--- src/design/refcount_compacting_allocator_top_assert.svh ---
// Assertion macros for the refcount compacting allocator.
`ifndef REFCOUNT_COMPACTING_ALLOCATOR_TOP_ASSERT_SVH
`define REFCOUNT_COMPACTING_ALLOCATOR_TOP_ASSERT_SVH
`ifndef SYNTHESIS
`define RCA_ASSERT_IMPL(label, clk, rst, prop, msg) \
   label: assert property (@(posedge clk) disable iff (rst) prop) else $error(msg);
`define RCA_ASSERT_NORST(label, clk, prop, msg) \
   label: assert property (@(posedge clk) prop) else $error(msg);
`else
`define RCA_ASSERT_IMPL(label, clk, rst, prop, msg)
`define RCA_ASSERT_NORST(label, clk, prop, msg)
`endif
`endif

--- src/design/rca_pkg.sv ---
// ----------------------------------------------------------------------------
// rca_pkg
// Shared types and codes of the refcount compacting allocator.
// ----------------------------------------------------------------------------
package rca_pkg;
   localparam int POOL_BYTES  = 65536;
   localparam int MAX_OBJECTS = 64;

   localparam logic [2:0] CMD_INSERT   = 3'd0;
   localparam logic [2:0] CMD_RETRIEVE = 3'd1;
   localparam logic [2:0] CMD_ADDREF   = 3'd2;
   localparam logic [2:0] CMD_DROPREF  = 3'd3;
   localparam logic [2:0] CMD_INIT     = 3'd4;
   localparam logic [2:0] CMD_DESTROY  = 3'd5;

   localparam logic [2:0] ST_OK        = 3'd0;
   localparam logic [2:0] ST_NOT_FOUND = 3'd1;
   localparam logic [2:0] ST_NO_SPACE  = 3'd2;
   localparam logic [2:0] ST_FULL      = 3'd3;
   localparam logic [2:0] ST_NO_POOL   = 3'd4;
   localparam logic [2:0] ST_OPEN      = 3'd5;

   // Listed from the top bit down, so cmd sits in the lowest bits.
   typedef struct packed {
      logic [31:0] ref_id;
      logic [16:0] alloc_size;
      logic [2:0]  cmd;
   } cmd_type;

   localparam int CMD_W = 52;
endpackage

--- src/design/rca_front.sv ---
// ----------------------------------------------------------------------------
// rca_front
// Accepts command beats and holds them in a two-entry queue for the back end.
// ----------------------------------------------------------------------------
module rca_front
   import rca_pkg::*;
(
   input  logic    clock,
   input  logic    reset,
   input  logic    in_valid,
   output logic    in_ready,
   input  cmd_type in_cmd,
   output logic    out_valid,
   input  logic    out_ready,
   output cmd_type out_cmd
);
   cmd_type    q_ff [2];
   logic [1:0] cnt_ff, cnt_in;
   logic       rd_ff, wr_ff;
   logic       push, pop;

   assign in_ready  = (cnt_ff != 2'd2);
   assign out_valid = (cnt_ff != 2'd0);
   assign out_cmd   = q_ff[rd_ff];
   assign push      = in_valid && in_ready;
   assign pop       = out_valid && out_ready;

   always_comb begin
      cnt_in = cnt_ff;
      if (push && !pop) cnt_in = cnt_ff + 2'd1;
      else if (pop && !push) cnt_in = cnt_ff - 2'd1;
   end

   always_ff @(posedge clock) begin
      if (reset) begin
         cnt_ff <= 2'd0;
         rd_ff  <= 1'b0;
         wr_ff  <= 1'b0;
      end else begin
         cnt_ff <= cnt_in;
         if (push) wr_ff <= ~wr_ff;
         if (pop) rd_ff <= ~rd_ff;
      end
      if (push) q_ff[wr_ff] <= in_cmd;
   end
endmodule

--- config.mk ---
export PLATFORM = sky130hd
export DESIGN_NAME = rca_front
export DESIGN_NICKNAME = d
export VERILOG_FILES = /design/src/design/refcount_compacting_allocator_top_assert.svh /design/src/design/rca_pkg.sv /design/src/design/rca_front.sv
export SDC_FILE = /design/constraint.sdc
export NUM_CORES = 1
export LEC_CHECK = 0
export BUFFER_PORTS_ARGS = -buffer_cell sky130_fd_sc_hd__buf_2
export CORE_MARGIN = 2
export CORE_UTILIZATION = 40
export CTS_BUF_LIST = sky130_fd_sc_hd__clkbuf_8
export DETAILED_ROUTE_END_ITERATION = 10
export PLACE_DENSITY = 0.69
export SLEW_MARGIN = 20
export SYNTH_ARGS = -nofsm -noshare
export SYNTH_HDL_FRONTEND = slang
export SYNTH_SLANG_ARGS = --single-unit
--- constraint.sdc ---
create_clock -name clock -period 2 [get_ports clock]
set_input_delay 0 -clock clock [delete_from_list [all_inputs] [get_ports clock]]
set_output_delay 0 -clock clock [all_outputs]
set_load 0.02 [all_outputs]
; After elaboration in Yosys (flattened, before gate mapping)
; Memories as Yosys holds them, arrays and structs flattened. A register that Yosys moved wholly into a read port is not among the register bits.
; Cells that the tools add are included.
; Widths: inputs -> output; s select.
[totals]
reg_bits = 4
mem_count = 1
ramBits = 104
out_inout_bits = 54
inputBits = 56
[mem_list]
columns = name, words, width, rd, rd_clocked_by_memory_dff, write_ports, line
row1 = q_ff, 2, 52, 1, 1, 1, rca_front.sv:17  ; cmd_type q_ff [2];
[op_classes]
mux = 6
add_sub_neg = 2
reduce_logical = 8
eq_ne = 1
n_bitwise = 2
[op_table]
columns = cell, count
row1 = $logic_and 1x1->1, 4
row2 = $mux 1, 4
row3 = $mux 2, 2
row4 = $reduce_bool 2->1, 2
row5 = $add 2x1->2 const B, 1
row6 = $logic_not 1->1, 2
row7 = $ne 2x2->1 const B, 1
row8 = $not 1->1, 2
row9 = $sub 2x1->2 const B, 1

; Logic depth before layout (Yosys ltp)
[logic_depth]
depth_word = 6
depth_mapped = 6

; Worst setup path before layout
; OpenSTA, ideal clock, no wires.
[synth_path]
kind = register -> register
start = reg cnt_ff[0]
end = mem q_ff[1][0] (netlist name), enable pin
arrival_time_ps = 2011
stages_incl_launch_ff = 3
setup_slack_ps = -426
setup_time_ps = 415
path_cell_list = dfxtp_1 -> nand2b_1 -> and3_1
[synth_via]
elab_chain_cells = 4
[synth_rtl]
columns = element, line
row1 = start: declaration, rca_front.sv:18  ; logic [1:0] cnt_ff, cnt_in;
row2 = start signal: assignment, rca_front.sv:40  ; cnt_ff <= cnt_in;
row3 = $ne 2x2->1, rca_front.sv:22  ; assign in_ready = (cnt_ff != 2'd2);
row4 = named net in_ready, rca_front.sv:11  ; output logic in_ready,
row5 = $logic_and 1x1->1, rca_front.sv:25  ; assign push = in_valid && in_ready;
row6 = $mux 1, rca_front.sv:44  ; if (push) q_ff[wr_ff] <= in_cmd;
row7 = $mux 1 (not written as such), rca_front.sv:44
row8 = end: declaration, rca_front.sv:17
; The timed path passes the listed nets, and every way through them passes these cells.

; Worst setup path in the final report
[layout_path]
start = reg cnt_ff[0]
end = reg cnt_ff[1]
[layout_via]
elab_chain_cells = 5
word_cells_on_any_way = 13
classes_between = 2 x add/sub / 1 x eq/ne / 2 x mux / 8 x reduce/logical
[layout_rtl]
columns = element, line
row1 = $ne 2x2->1 (*), rca_front.sv:22
row2 = $logic_and 1x1->1 (*), rca_front.sv:25
row3 = named net push, rca_front.sv:20  ; logic push, pop;
row4 = $logic_not 1->1, rca_front.sv:31  ; else if (pop && !push) cnt_in = cnt_ff - 2'd1;
row5 = $logic_and 1x1->1, rca_front.sv:31
row6 = $reduce_bool 2->1 (no source line), --
; Mark *: on every way through the listed nets, which the timed path passes. The rest lies on a longest branch. The select of a mux whose other input is x is not followed.
; A chain may end at the register's enable or synchronous reset.

==> impl_metrics.toml <==
[sta]
drv_slew = 0
post-route-min-period_ns = 1.65
rsz0062_at_grt = "false"
hold_violations = 0
hold_slack_ns = 0.109
setup_ws_ns = 0.351
tns_ns = 0
fmax_ghz = 0.607
worst_pin_slew_ns = 0.361
slew_headroom_pct = 75.9
fin_skew_ns = 0.00803
fin_crit_sh_pct = 82.4
setup_viol = 0

[global_route]
grtUsageTotal_pct = 13.7
overflow = 0
grt_pass1_vias = 2373
antenna_found_initial = 0
grt_max_degree = 53
grt_pass1_wl_um = 11400

[place]
dp_slack_ns = 0.383
detailed_place_hpwl_um = 4290
port-buffer-count = 109
place_congestion = 0.658

[critical_path]
critical_path_class = "register to register"
r2r-end = "cnt_ff[1]"
reg2reg_slack_ns = 0.35
reg2reg_depth = 5
crit_arrival_ns = 1.93
crit_path_end_kind = "register"
path_max_fanout = 5
crit_required_ns = 2.29
r2r_start = "cnt_ff[0]"
worstSetupStartpointType = "register"

[cells_and_area]
diodes = 0
post-route-util_pct = 56.0
n_fill_cell = 772
multi_input_area_sq_um = 706
syn_to_final_growth_pct = 36.9
drive_gt1_share_pct = 50.4
num-nets-final = 416
layout.area.seq_sq_um = 3220

[clock_tree]
cts_buffer_depth = 2
cts-root-buf = "clkbuf_8"
clkSinkCount = 109
htreeDepth = 3
insertion_delay_ns = 0.35
cts_tree = "yes"
numCtsBuffers = 9
cts.clk_slew.worst_paths_ns = 0.09

[die]
initial_core_util_pct = 40.9
io_pins = 110
fp.dieH_um = 104
dieArea_sq_um = 10700
rows = 36
coreArea_sq_um = 9680
die_x_um = 104

[pwr]
irDropWorstVdd_v = 0.000507
power.density_nw_per_um2 = 1090
power_leakage_nw = 2.03

[yosys]
ys.warnings.count = 0
yosysTopAreaCell = "edfxtp_1"
yosys-top-cells-area = "edfxtp_1 (79%), mux2_2 (15%), dfxtp_1 (2.5%)"
synth.avg_cell_area_sq_um = 21.3
postSynthCellCount = 186
syn-num-nets = 243
synth_top_area_share_pct = 78.8
synth_seq_cells = 109
ys_types = 17
yosysSeqAreaShare_pct = 81.4
syn-cell-area_sq_um = 3960

[drt]
drcViolationCount = 0
drt_iter0_markers = 78
antenna_left = 0
routedWlPerCell_um = 14.6
dr.pass1.iters = 4
via_per_inst = 4.50
wl_um = 7220
vias = 2233

[min_path]
min-delay-path-class = "input port to register"
hp-start = "out_ready"
min_path_cells = 4

[status]
status = "finished, final reports clean"

[job]
cap_viol_max_count = 0
## state kept, by name, summed over array words and instances, names as in the netlist, named ones only
| name | flops |
|---|---|
| q_ff | 104 |
| cnt_ff | 2 |
| wr_ff | 1 |
| rd_ff | 1 |
## cells in the final DEF, fill, tap and decap left out
cell / synthesis / final
and2_1: 1 / 1
inv_1: 1 / 1
or2_2: 1 / 1
nand2b_1: 1 / 1
buf_12: 0 / 3
o21ai_0: 2 / 2
clkinv_2: 0 / 1
buf_2: 6 / 109
nand3b_1: 1 / 1
dfxtp_2: 0 / 1
a21oi_1: 2 / 2
edfxtp_1: 104 / 104
buf_4: 0 / 2
dlygate4sd3_1: 0 / 54
xor2_1: 3 / 3
or3_1: 1 / 1
clkbuf_8: 0 / 9
nor2_1: 3 / 3
a21bo_2: 1 / 1
and3_2: 0 / 1
ha_1: 1 / 1
clkinv_4: 0 / 1
clkinv_1: 0 / 2
dfxtp_1: 5 / 4
mux2_2: 52 / 52
clkinvlp_4: 0 / 2
## report_power, final
part / internal [mW] / leakage [nW] / total (mW) / switching, mW
clock: 0.434 / 0.0813 / 1.12 / 0.684
combinational: 0.803 / 0.932 / 1.87 / 1.07
sequential: 2.85 / 1.01 / 2.93 / 0.0835
## worst max-delay path by stage
stage,startpoint,to,slack (ns),cells past startpoint
after floorplan,cnt_ff[0],q_ff[0][0],0.04,3
after global placement,cnt_ff[0],cnt_ff[1],0.43,5
after detailed placement,cnt_ff[0],cnt_ff[1],0.38,5
after CTS,cnt_ff[0],cnt_ff[1],0.34,5
after global routing,cnt_ff[0],cnt_ff[1],0.25,5
final,cnt_ff[0],cnt_ff[1],0.35,5
## repair_timing
action | in CTS | in global routing
gates resized for setup | 0 | 0
endpoints found under the hold margin | 109 | 0
hold buffers | 54 | 0
buffers inserted | 0 | 0
## critical path, stage by stage (launching register included)
cell	delay [ns]
dfxtp_1	0.36
nand2b_1	0.21
and2_1	0.19
ha_1	0.33
or3_1	0.35
a21oi_1	0.15
## stage by stage
stage	total power, mW	cell area [sq um]	cells
after floorplan	4.20	3970	186
after global placement	4.77	4720	427
after detailed placement	4.80	4720	427
after CTS	6.01	5420	496
after global routing	6.22	5420	496
final	5.92	5420	496
## layout make-up
cell class                      instances  area share, %
Tap cell                              133           3.07
Clock inverter                          6          0.600
Inverter                                1          0.138
Clock buffer                            9           2.28
Multi-Input combinational cell         70           13.0
Sequential cell                       109           59.5
Timing Repair Buffer                  168           21.4
## kinds of logic after synthesis
family / Yosys count / synth area share (%)
flops: 109 / 81.4
compound gates: 5 / 0.758
xor+xnor: 3 / 0.663
mux: 52 / 14.8
simple gates: 9 / 1.26
fa+ha+maj: 1 / 0.316
buf+inv: 7 / 0.853
## routing by layer
metal / share of wire [%] / GRT usage (%) / up-vias
met1: 42 / 16.7 / 1086
li1: - / - / 1070
met5: 0 / 0 / -
met2: 53 / 23.5 / 68
met4: 1.3 / 6.66 / 0
met3: 4.3 / 2.83 / 9
## cells in the mapped netlist
cell type / count
nand3b_1: 1
edfxtp_1: 104
inv_1: 1
or3_1: 1
nand2b_1: 1
xor2_1: 3
dfxtp_1: 5
mux2_2: 52
and2_1: 1
or2_2: 1
ha_1: 1
and3_1: 1
nor2_1: 3
a21bo_2: 1
o21ai_0: 2
buf_2: 6
a21oi_1: 2
Note: power is estimated with default switching activity, not from simulation.
